**config.mk**
```make
export PLATFORM = sky130hd
export DESIGN_NAME = one_euro_adaptive_filter
export DESIGN_NICKNAME = d
export VERILOG_FILES = /design/src/hdl/oeaf_pkg.sv /design/src/hdl/oeaf_mul.sv /design/src/hdl/oeaf_div.sv /design/src/hdl/one_euro_adaptive_filter.sv
export VERILOG_INCLUDE_DIRS = /design/src /design/src/hdl
export SDC_FILE = /design/constraint.sdc
export NUM_CORES = 2
export LEC_CHECK = 0
export ABC_CLOCK_PERIOD_IN_PS = 10000
export BUFFER_PORTS_ARGS = -buffer_cell sky130_fd_sc_hd__buf_4
export CAP_MARGIN = 10
export CORE_MARGIN = 1.5
export CORE_UTILIZATION = 30
export CTS_BUF_LIST = sky130_fd_sc_hd__clkbuf_8
export DETAILED_ROUTE_END_ITERATION = 8
export PLACE_DENSITY_LB_ADDON = 0.2
export SYNTH_ARGS = -nofsm -noshare
export SYNTH_HDL_FRONTEND = slang
export SYNTH_SLANG_ARGS = --single-unit
```
**constraint.sdc**
```tcl
create_clock -name clk -period 10 [get_ports clk]
set_input_delay 1.5 -clock clk [delete_from_list [all_inputs] [get_ports clk]]
set_output_delay 1.5 -clock clk [all_outputs]
set_load 0.01 [all_outputs]
```
**src/hdl/one_euro_adaptive_filter_assert.svh**
```systemverilog
// Assertion macros for the one-euro filter block.
// Used by one_euro_adaptive_filter.sv; expects clk and rst_n in scope.
`ifndef ONE_EURO_ADAPTIVE_FILTER_ASSERT_SVH
`define ONE_EURO_ADAPTIVE_FILTER_ASSERT_SVH
`ifndef SYNTH
`define OEAF_ASSERT_IMP(lbl, ante, cons) \
  lbl: assert property (@(posedge clk) disable iff (!rst_n) (ante) |-> (cons)) \
    else $error("assertion failed");
`define OEAF_ASSERT_NXT(lbl, ante, cons) \
  lbl: assert property (@(posedge clk) disable iff (!rst_n) (ante) |=> (cons)) \
    else $error("assertion failed");
`else
`define OEAF_ASSERT_IMP(lbl, ante, cons)
`define OEAF_ASSERT_NXT(lbl, ante, cons)
`endif
`endif

```
**src/hdl/oeaf_pkg.sv**
```systemverilog
// Shared constants and types of the one-euro filter block.
// No dependencies.
package oeaf_pkg;
  localparam int SAMPLE_BITS_DEF = 32;
  localparam int CFG_IDX_BITS = 3;
  localparam logic [CFG_IDX_BITS-1:0] CFG_PERIOD   = 3'd0;
  localparam logic [CFG_IDX_BITS-1:0] CFG_MIN_CUT  = 3'd1;
  localparam logic [CFG_IDX_BITS-1:0] CFG_GAIN     = 3'd2;
  localparam logic [CFG_IDX_BITS-1:0] CFG_DER_CUT  = 3'd3;
  localparam logic [CFG_IDX_BITS-1:0] CFG_INIT_OUT = 3'd4;
  localparam logic [31:0] RST_PERIOD   = 32'd4294967;
  localparam logic [31:0] RST_MIN_CUT  = 32'd65536;
  localparam logic [31:0] RST_GAIN     = 32'd0;
  localparam logic [31:0] RST_DER_CUT  = 32'd65536;
  localparam logic [31:0] RST_INIT_OUT = 32'd0;
  localparam logic [26:0] TWO_PI_Q24 = 27'd105414357;   // 2*pi in Q.24
  localparam logic [35:0] FCT_MAX    = 36'hFFFFFFFFF;
  localparam logic [32:0] ONE_Q32    = 33'h100000000;
  localparam int MUL_DIG = 17;                          // multiplier digit width
  localparam int MUL_BW  = 2 * MUL_DIG;                 // second operand width
  localparam int DIV_DW  = 48;                          // divisor / remainder width

  typedef enum logic [3:0] {
    S_IDLE, S_DER_DIV, S_AL_START, S_AL_MUL1, S_AL_MUL2, S_AL_DIV,
    S_BL_START, S_BL_MUL, S_CUT_MUL, S_OUT
  } state_t;
endpackage

```
**src/hdl/oeaf_mul.sv**
```systemverilog
// Unsigned multiplier, one 17-bit digit of b per cycle.
// Depends on oeaf_pkg.
module oeaf_mul #(
  parameter int AW = 36
) (
  input  logic                          clk,
  input  logic                          rst_n,
  input  logic                          start,
  input  logic [AW-1:0]                 a,
  input  logic [oeaf_pkg::MUL_BW-1:0]   b,
  output logic                          done,
  output logic [AW+oeaf_pkg::MUL_BW-1:0] prod
);
  localparam int DG = oeaf_pkg::MUL_DIG;
  localparam int PW = AW + oeaf_pkg::MUL_BW;

  logic [AW-1:0]               a_r;
  logic [oeaf_pkg::MUL_BW-1:0] b_r;
  logic                        busy_r, hi_r, done_r;
  logic [PW-1:0]               acc_r;
  logic [DG-1:0]               digit;
  logic [AW+DG-1:0]            pp;
  logic [PW-1:0]               pp_ext;

  always_comb begin
    digit  = hi_r ? b_r[2*DG-1:DG] : b_r[DG-1:0];
    pp     = (AW+DG)'(a_r) * (AW+DG)'(digit);
    pp_ext = hi_r ? (PW'(pp) << DG) : PW'(pp);
  end

  always_ff @(posedge clk) begin
    if (!rst_n) begin
      busy_r <= 1'b0;
      hi_r   <= 1'b0;
      done_r <= 1'b0;
    end else begin
      done_r <= 1'b0;
      if (start) begin
        a_r    <= a;
        b_r    <= b;
        acc_r  <= '0;
        busy_r <= 1'b1;
        hi_r   <= 1'b0;
      end else if (busy_r) begin
        acc_r <= acc_r + pp_ext;
        hi_r  <= 1'b1;
        if (hi_r) begin
          busy_r <= 1'b0;
          done_r <= 1'b1;
        end
      end
    end
  end

  assign done = done_r;
  assign prod = acc_r;
endmodule

```
**src/hdl/oeaf_div.sv**
```systemverilog
// Restoring divider, one quotient bit per cycle, preloadable remainder.
// Uses no package; widths come from parameters.
module oeaf_div #(
  parameter int QW = 65,
  parameter int RW = 48,
  parameter int CW = 7
) (
  input  logic          clk,
  input  logic          rst_n,
  input  logic          start,
  input  logic [RW-1:0] rem_init,
  input  logic [QW-1:0] dvd,
  input  logic [RW-1:0] dvs,
  input  logic [CW-1:0] nbits,
  output logic          done,
  output logic [QW-1:0] quot
);
  logic [RW-1:0] rem_r, dvs_r;
  logic [QW-1:0] dvd_r, q_r;
  logic [CW-1:0] cnt_r;
  logic          busy_r, done_r;
  logic [RW:0]   trial, diff;
  logic          ge;

  always_comb begin
    trial = {rem_r, dvd_r[QW-1]};
    ge    = trial >= {1'b0, dvs_r};
    diff  = trial - {1'b0, dvs_r};
  end

  always_ff @(posedge clk) begin
    if (!rst_n) begin
      busy_r <= 1'b0;
      done_r <= 1'b0;
    end else begin
      done_r <= 1'b0;
      if (start) begin
        rem_r  <= rem_init;
        dvd_r  <= dvd;
        dvs_r  <= dvs;
        q_r    <= '0;
        cnt_r  <= nbits;
        busy_r <= 1'b1;
      end else if (busy_r) begin
        rem_r <= ge ? diff[RW-1:0] : trial[RW-1:0];
        dvd_r <= dvd_r << 1;
        q_r   <= {q_r[QW-2:0], ge};
        cnt_r <= cnt_r - CW'(1);
        if (cnt_r == CW'(1)) begin
          busy_r <= 1'b0;
          done_r <= 1'b1;
        end
      end
    end
  end

  assign done = done_r;
  assign quot = q_r;
endmodule

```
**src/hdl/one_euro_adaptive_filter.sv**
```systemverilog
// One-euro adaptive smoothing filter, top level with sequencer.
// Depends on oeaf_pkg, oeaf_mul, oeaf_div, one_euro_adaptive_filter_assert.svh.
//
// Usage:
//  - in_* carries one signed Q16.16 sample per request; out_* returns the
//    smoothed value and the smoothed derivative (speed) for that sample.
//  - cfg_* writes one of five registers (period, min cutoff, speed gain,
//    derivative cutoff, initial output); any valid write reloads the filter
//    state. Indexes above four are ignored. cfg_ready is always high.
//  - The shared restoring divider runs SAMPLE_BITS+33 steps for the raw
//    derivative and 32 steps for each of the two alpha terms; the shared
//    multiplier runs seven times. A zero cutoff skips its two alpha
//    multiplies and its alpha division.
//  - in_tready is high only while the sequencer is idle; one item at a time.
//  - The result sits in an output register; a new sample may be taken while
//    it waits. If the next result finishes before the receiver takes the old
//    one, the sequencer holds until out_tready.
//  - Reset loads the register defaults, clears the speed state and sets the
//    smoothed state to the saturated initial output.
`include "one_euro_adaptive_filter_assert.svh"
module one_euro_adaptive_filter #(
  parameter int SAMPLE_BITS = oeaf_pkg::SAMPLE_BITS_DEF
) (
  input  logic                              clk,
  input  logic                              rst_n,
  input  logic                              in_tvalid,
  output logic                              in_tready,
  input  logic [((SAMPLE_BITS+7)/8)*8-1:0]  in_tdata,   // sample
  output logic                              out_tvalid,
  input  logic                              out_tready,
  output logic [((2*SAMPLE_BITS+7)/8)*8-1:0] out_tdata, // smoothed, speed
  input  logic                              cfg_valid,
  output logic                              cfg_ready,
  input  logic [oeaf_pkg::CFG_IDX_BITS-1:0] cfg_index,
  input  logic [31:0]                       cfg_data
);
  localparam int SB     = SAMPLE_BITS;
  localparam int OUT_TW = ((2*SB+7)/8)*8;
  localparam int AW     = (SB + 1 > 36) ? SB + 1 : 36;
  localparam int MBW    = oeaf_pkg::MUL_BW;
  localparam int PW     = AW + MBW;
  localparam int QW     = SB + 33;
  localparam int RW     = oeaf_pkg::DIV_DW;
  localparam int CW     = $clog2(QW + 1);
  localparam logic signed [63:0] POS_LIM = (64'sd1 <<< (SB-1)) - 64'sd1;
  localparam logic signed [63:0] NEG_LIM = -(64'sd1 <<< (SB-1));

  // configuration
  logic [31:0] period_r, min_cut_r, gain_r, der_cut_r, init_out_r;
  // filter state and working registers
  oeaf_pkg::state_t state_r, state_nxt;
  logic                 phase_r, phase_nxt;     // 0: derivative filter, 1: main
  logic signed [SB-1:0] s_r, s_nxt;
  logic signed [SB-1:0] last_sm_r, last_spd_r;
  logic signed [SB-1:0] target_r, target_nxt, prev_r, prev_nxt;
  logic signed [SB-1:0] spd_r, spd_nxt, sm_r, sm_nxt;
  logic [31:0]          fc_r, fc_nxt;
  logic [32:0]          alpha_r, alpha_nxt;
  logic                 neg_r, neg_nxt;
  logic                 out_valid_r;
  logic [OUT_TW-1:0]    out_data_r;
  logic                 out_load;

  // shared units
  logic          mul_start, mul_done;
  logic [AW-1:0] mul_a;
  logic [MBW-1:0] mul_b;
  logic [PW-1:0] mul_prod;
  logic          div_start, div_done;
  logic [RW-1:0] div_rem, div_dvs;
  logic [QW-1:0] div_dvd, div_quot;
  logic [CW-1:0] div_nbits;

  // datapath temporaries
  logic [31:0]          period_eff;
  logic signed [SB:0]   dsum;
  logic [SB:0]          dmag;
  logic signed [SB-1:0] raw, res;
  logic [SB-1:0]        st, amag;
  logic [PW-25:0]       qfull;
  logic [35:0]          q36;
  logic [46:0]          x32;
  logic [PW-16:0]       csum;
  logic [31:0]          io_src;
  logic signed [63:0]   io64;
  logic signed [SB-1:0] reload_val;
  logic                 cfg_hit;

  oeaf_mul #(.AW(AW)) u_mul (
    .clk, .rst_n, .start(mul_start), .a(mul_a), .b(mul_b),
    .done(mul_done), .prod(mul_prod)
  );

  oeaf_div #(.QW(QW), .RW(RW), .CW(CW)) u_div (
    .clk, .rst_n, .start(div_start), .rem_init(div_rem), .dvd(div_dvd),
    .dvs(div_dvs), .nbits(div_nbits), .done(div_done), .quot(div_quot)
  );

  assign in_tready  = (state_r == oeaf_pkg::S_IDLE);
  assign cfg_ready  = 1'b1;
  assign out_tvalid = out_valid_r;
  assign out_tdata  = out_data_r;
  assign cfg_hit    = cfg_valid && (cfg_index <= oeaf_pkg::CFG_INIT_OUT);

  // reload value: the initial output being written wins over the stored one
  always_comb begin
    io_src = (cfg_valid && cfg_index == oeaf_pkg::CFG_INIT_OUT) ? cfg_data : init_out_r;
    io64   = {{32{io_src[31]}}, io_src};
    if (io64 > POS_LIM)      reload_val = POS_LIM[SB-1:0];
    else if (io64 < NEG_LIM) reload_val = NEG_LIM[SB-1:0];
    else                     reload_val = io64[SB-1:0];
  end

  always_comb begin
    state_nxt  = state_r;
    phase_nxt  = phase_r;
    s_nxt      = s_r;
    target_nxt = target_r;
    prev_nxt   = prev_r;
    spd_nxt    = spd_r;
    sm_nxt     = sm_r;
    fc_nxt     = fc_r;
    alpha_nxt  = alpha_r;
    neg_nxt    = neg_r;
    out_load   = 1'b0;
    mul_start  = 1'b0;
    mul_a      = '0;
    mul_b      = '0;
    div_start  = 1'b0;
    div_rem    = '0;
    div_dvd    = '0;
    div_dvs    = '0;
    div_nbits  = '0;

    period_eff = (period_r == 32'd0) ? 32'd1 : period_r;   // zero period acts as 1
    dsum  = '0;
    dmag  = '0;
    raw   = '0;
    res   = '0;
    st    = mul_prod[32 +: SB];
    amag  = '0;
    qfull = mul_prod[PW-1:24];
    q36   = (|qfull[PW-25:36]) ? oeaf_pkg::FCT_MAX : qfull[35:0];
    x32   = mul_prod[62:16];
    csum  = (PW-15)'(mul_prod[PW-1:16]) + (PW-15)'(min_cut_r);

    case (state_r)
      oeaf_pkg::S_IDLE: begin
        dsum = $signed({in_tdata[SB-1], in_tdata[SB-1:0]}) - $signed({last_sm_r[SB-1], last_sm_r});
        dmag = dsum[SB] ? (SB+1)'(-dsum) : dsum;
        if (in_tvalid) begin
          s_nxt     = in_tdata[SB-1:0];
          neg_nxt   = dsum[SB];
          div_start = 1'b1;
          div_dvd   = {dmag, 32'd0};
          div_dvs   = RW'(period_eff);
          div_nbits = CW'(QW);
          state_nxt = oeaf_pkg::S_DER_DIV;
        end
      end
      oeaf_pkg::S_DER_DIV: begin
        if (div_done) begin
          // raw derivative, saturated to the sample range
          if (|div_quot[QW-1:SB-1]) raw = neg_r ? NEG_LIM[SB-1:0] : POS_LIM[SB-1:0];
          else raw = neg_r ? -$signed(div_quot[SB-1:0]) : $signed(div_quot[SB-1:0]);
          target_nxt = raw;
          prev_nxt   = last_spd_r;
          fc_nxt     = der_cut_r;
          phase_nxt  = 1'b0;
          state_nxt  = oeaf_pkg::S_AL_START;
        end
      end
      oeaf_pkg::S_AL_START: begin
        if (fc_r == 32'd0) begin
          alpha_nxt = oeaf_pkg::ONE_Q32;
          state_nxt = oeaf_pkg::S_BL_START;
        end else begin
          mul_start = 1'b1;
          mul_a     = AW'(fc_r);
          mul_b     = MBW'(period_eff);
          state_nxt = oeaf_pkg::S_AL_MUL1;
        end
      end
      oeaf_pkg::S_AL_MUL1: begin
        if (mul_done) begin
          mul_start = 1'b1;
          mul_a     = AW'(q36);
          mul_b     = MBW'(oeaf_pkg::TWO_PI_Q24);
          state_nxt = oeaf_pkg::S_AL_MUL2;
        end
      end
      oeaf_pkg::S_AL_MUL2: begin
        if (mul_done) begin
          // alpha = wT / (1 + wT), 32 fraction bits
          div_start = 1'b1;
          div_rem   = RW'(x32);
          div_dvs   = RW'(oeaf_pkg::ONE_Q32) + RW'(x32);
          div_nbits = CW'(32);
          state_nxt = oeaf_pkg::S_AL_DIV;
        end
      end
      oeaf_pkg::S_AL_DIV: begin
        if (div_done) begin
          alpha_nxt = {1'b0, div_quot[31:0]};
          state_nxt = oeaf_pkg::S_BL_START;
        end
      end
      oeaf_pkg::S_BL_START: begin
        dsum      = $signed({target_r[SB-1], target_r}) - $signed({prev_r[SB-1], prev_r});
        dmag      = dsum[SB] ? (SB+1)'(-dsum) : dsum;
        neg_nxt   = dsum[SB];
        mul_start = 1'b1;
        mul_a     = AW'(dmag);
        mul_b     = MBW'(alpha_r);
        state_nxt = oeaf_pkg::S_BL_MUL;
      end
      oeaf_pkg::S_BL_MUL: begin
        if (mul_done) begin
          res = neg_r ? prev_r - $signed(st) : prev_r + $signed(st);
          if (!phase_r) begin
            spd_nxt   = res;
            amag      = res[SB-1] ? SB'(-res) : res;
            mul_start = 1'b1;
            mul_a     = AW'(amag);
            mul_b     = MBW'(gain_r);
            state_nxt = oeaf_pkg::S_CUT_MUL;
          end else begin
            sm_nxt    = res;
            state_nxt = oeaf_pkg::S_OUT;
          end
        end
      end
      oeaf_pkg::S_CUT_MUL: begin
        if (mul_done) begin
          // cutoff saturates at 32 bits
          fc_nxt     = (|csum[PW-16:32]) ? 32'hFFFFFFFF : csum[31:0];
          target_nxt = s_r;
          prev_nxt   = last_sm_r;
          phase_nxt  = 1'b1;
          state_nxt  = oeaf_pkg::S_AL_START;
        end
      end
      oeaf_pkg::S_OUT: begin
        if (!out_valid_r || out_tready) begin
          out_load  = 1'b1;
          state_nxt = oeaf_pkg::S_IDLE;
        end
      end
      default: state_nxt = oeaf_pkg::S_IDLE;
    endcase
  end

  always_ff @(posedge clk) begin
    if (!rst_n) begin
      state_r     <= oeaf_pkg::S_IDLE;
      out_valid_r <= 1'b0;
      period_r    <= oeaf_pkg::RST_PERIOD;
      min_cut_r   <= oeaf_pkg::RST_MIN_CUT;
      gain_r      <= oeaf_pkg::RST_GAIN;
      der_cut_r   <= oeaf_pkg::RST_DER_CUT;
      init_out_r  <= oeaf_pkg::RST_INIT_OUT;
      // default initial output is zero, inside the range of every width
      last_sm_r   <= SB'($signed(oeaf_pkg::RST_INIT_OUT));
      last_spd_r  <= '0;
    end else begin
      state_r <= state_nxt;
      if (out_load)        out_valid_r <= 1'b1;
      else if (out_tready) out_valid_r <= 1'b0;
      if (out_load) begin
        last_sm_r  <= sm_r;
        last_spd_r <= spd_r;
      end
      if (cfg_valid) begin
        case (cfg_index)
          oeaf_pkg::CFG_PERIOD:   period_r   <= cfg_data;
          oeaf_pkg::CFG_MIN_CUT:  min_cut_r  <= cfg_data;
          oeaf_pkg::CFG_GAIN:     gain_r     <= cfg_data;
          oeaf_pkg::CFG_DER_CUT:  der_cut_r  <= cfg_data;
          oeaf_pkg::CFG_INIT_OUT: init_out_r <= cfg_data;
          default: ;
        endcase
      end
      if (cfg_hit) begin
        last_sm_r  <= reload_val;
        last_spd_r <= '0;
      end
    end
  end

  // payload registers
  always_ff @(posedge clk) begin
    phase_r  <= phase_nxt;
    s_r      <= s_nxt;
    target_r <= target_nxt;
    prev_r   <= prev_nxt;
    spd_r    <= spd_nxt;
    sm_r     <= sm_nxt;
    fc_r     <= fc_nxt;
    alpha_r  <= alpha_nxt;
    neg_r    <= neg_nxt;
    if (out_load) out_data_r <= OUT_TW'({spd_r, sm_r});
  end

  `OEAF_ASSERT_NXT(a_accept_busy, in_tvalid && in_tready, state_r == oeaf_pkg::S_DER_DIV)
  `OEAF_ASSERT_IMP(a_one_unit, mul_done, !div_done)
  `OEAF_ASSERT_IMP(a_idle_quiet, state_r == oeaf_pkg::S_IDLE, !mul_done && !div_done)
  `OEAF_ASSERT_NXT(a_out_load, out_load, out_tvalid && state_r == oeaf_pkg::S_IDLE)
endmodule

```
==> results.txt <==
Post-synth top cells - nand2_1, inv_1, edfxtp_1
Pin count of the biggest net entering global routing - 96
CTS max path bufs - 3
Worst R2R Path Depth - 40
Ys async rst share - 0
EDFF count, synth - 631
CTS buffer count - 164
Port buffer count - 137
Critical path class - reg2reg
Mapped Cells - 8,202
Num ports - 139
Critical Path Fanout Max - 17
Initial core utilization - 0.303
Root buffer cell - clkbuf_8
Clk_lat worst skew - 0.97 ns
Row Count - 180
Height of the die - 496 um
Top cell type by total area after synthesis - edfxtp_1
Worst-Margin Slew - 1.23 ns
Layout Cells excl Fill - 11,832
Drt total wl - 282,000 um
CP arrival - 10.32 ns
Crit path required time - 10.66 ns
Seq cells post-synth - 865
Cells after DPL - 11,508
Initial antenna violation count - 36
CTS clk-pin slew, worst paths - 0.06 ns
CTS tree - built
Distinct cells, synth - 108
Routed len/inst - 23.9 um
Mean Syn Cell Area - 8.90 um^2
Final Worst Setup Slack - 0.332 ns
Rel. slew slack - 0.177
FF-to-FF setup slack - 0.33 ns
Final nets - 9,468
Area of the core - 241,000 um^2
Fill count - 25,005
Layout cells sized above 1 - 0.123
Min-delay src - sm_r[20]
Register area share after synthesis - 0.324
DRC - 0
Design area - 83,800 um^2
Synthesized area - 73,000 um^2
Slowest stage delay, CP - 0.59 ns
Final Cycle Share - 0.967
Worst flop-to-flop path startpoint - u_mul.hi_r
Vias - 62,275
Yosys Warn Count - 0
Overall global routing resource usage - 0.226
Hold Crit Depth - 0
Max Slew Vio Count - 0
Dpl cell area - 79,800 um^2
Die area - 246,000 um^2
Synthesized Nets - 9,169
Grt ovf - 0
Area Overhead vs Synth - 14.8%
Final setup viols - 0
Antenna Violating Nets Remaining - 0
Hold-fix buffers, CTS - 0
Via count of the first global-routing pass - 62,248
Worst clock skew - 0.100 ns
Synth top area cells - edfxtp_1, fa_1, nand2_1
RD Place Congestion - 0.933
Detailed Routing Iterations Pass 1 - 6
Slowest cell on crit path - fa_1
Max-Cap Viols - 0
Clock Sinks - 865
Min Tclk post-route - 9.67 ns
Hold WC Path Type - reg2reg
CP endpoint kind - register
Hold Path End - out_tdata[20]
Htree depth - 4
Status - complete, no violations
Vias per std cell - 5.26
Crit path top cell by count - fa_1
Crit start category - register
Post-synth top flop - edfxtp_1
Reg2reg end - u_mul.prod[69]
First-pass GRT wire length - 414,000 um
Final hold vios - 0
Count leader, synth - nand2_1
Post-DP HPWL - 221,000 um
FMAX - 0.103 GHz
Starting DRT DRC Count - 5,133
Placement-stage worst setup slack - -0.256 ns
Share of the synthesized area in the top cell type - 0.259
Die Width - 496 um
Fin Setup TNS - 0 ns
[how the worst max path moves through the flow]
stage                    start              to  slack [ns]  cells past startpoint
floorplan           u_mul.hi_r  u_mul.prod[69]        0.08                     41
global placement    u_mul.hi_r  u_mul.prod[69]       -0.22                     39
detailed placement  u_mul.hi_r  u_mul.prod[69]       -0.26                     39
CTS                 u_mul.hi_r  u_mul.prod[64]        0.05                     37
global route        u_mul.hi_r  u_mul.prod[69]       -0.04                     40
finish              u_mul.hi_r  u_mul.prod[69]        0.33                     40
[cell type report]
type                            instances  area [um^2]  area share
Sequential cell                       865        23600       0.282
Timing Repair Buffer                  582         4580      0.0546
Multi-Input combinational cell       5973        44800       0.534
Clock buffer                          184         2530      0.0302
Antenna cell                            7         17.5    0.000209
Inverter                              915         3440      0.0410
Clock inverter                        121          840      0.0100
Tap cell                             3185         3990      0.0475
[cells in the final DEF (no fill, tap or decap), drive strengths merged, types with 145 or more instances in the layout]
cell,instances
a21boi,163
a21o,170
a21oi,472
and2,229
and3,145
buf,582
clkbuf,184
dfxtp,234
edfxtp,631
fa,515
ha,380
inv,971
nand2,1379
nor2,455
o21ai,348
xnor2,236
[worst max-delay path, delay by kind of cell (launching register included)]
kind | cells | cell delay [ns]
AOI/OAI and AO/OA | 19 | 2.96
and+or+nand+nor | 2 | 0.34
DFF | 1 | 0.43
adders and majority gates | 8 | 3.76
buffers and inverters | 9 | 1.18
muxes | 2 | 0.70
[per-layer routing]
metal,up-vias,global-route usage,part of all wire,routed length (um)
met5,-,0,0.000078,22
met1,31174,0.307,0.44,124000
met3,425,0.0305,0.060,17000
li1,28646,-,-,-
met4,4,0.0749,0.037,10500
met2,2026,0.369,0.46,131000
[state kept, by name (all words and copies together), names as in the netlist, 33 cells and up]
signal / cells
u_mul.b_r: 33
alpha_r: 33
u_div.quot: 65
u_mul.a_r: 36
u_div.dvs_r: 48
u_div.rem_r: 48
u_div.dvd_r: 33
u_mul.prod: 70
out_tdata: 64
[cell families after synthesis]
family                     synth area share
AOI/OAI and AO/OA                     0.164
xor gates and xnor gates             0.0445
adders and majority gates             0.206
buffers and inverters                0.0708
DFF                                   0.324
muxes                                0.0134
other                             0.0000513
and+or+nand+nor                       0.178
[per-stage QoR]
| stage | hold WS (ns) | utilization |
|---|---|---|
| 2_1_floorplan | 0.414 | - |
| 3_3_place_gp | 0.439 | 0.331 |
| 3_5_place_dp | 0.438 | 0.331 |
| 4_1_cts | 0.452 | 0.345 |
| 5_1_grt | 0.475 | 0.347 |
| 6_report | 0.453 | 0.347 |
[timing repair]
item | 4_1_cts | 5_1_grt
endpoints found under the setup margin | 20 | 31
pin swaps | 6 | 57
gates resized for setup | 29 | 91
setup buffers | 1 | 11
Power is left out: the tool's default activity adds up to more than one toggle a clock period on the data nets, which glitch-free logic cannot reach.
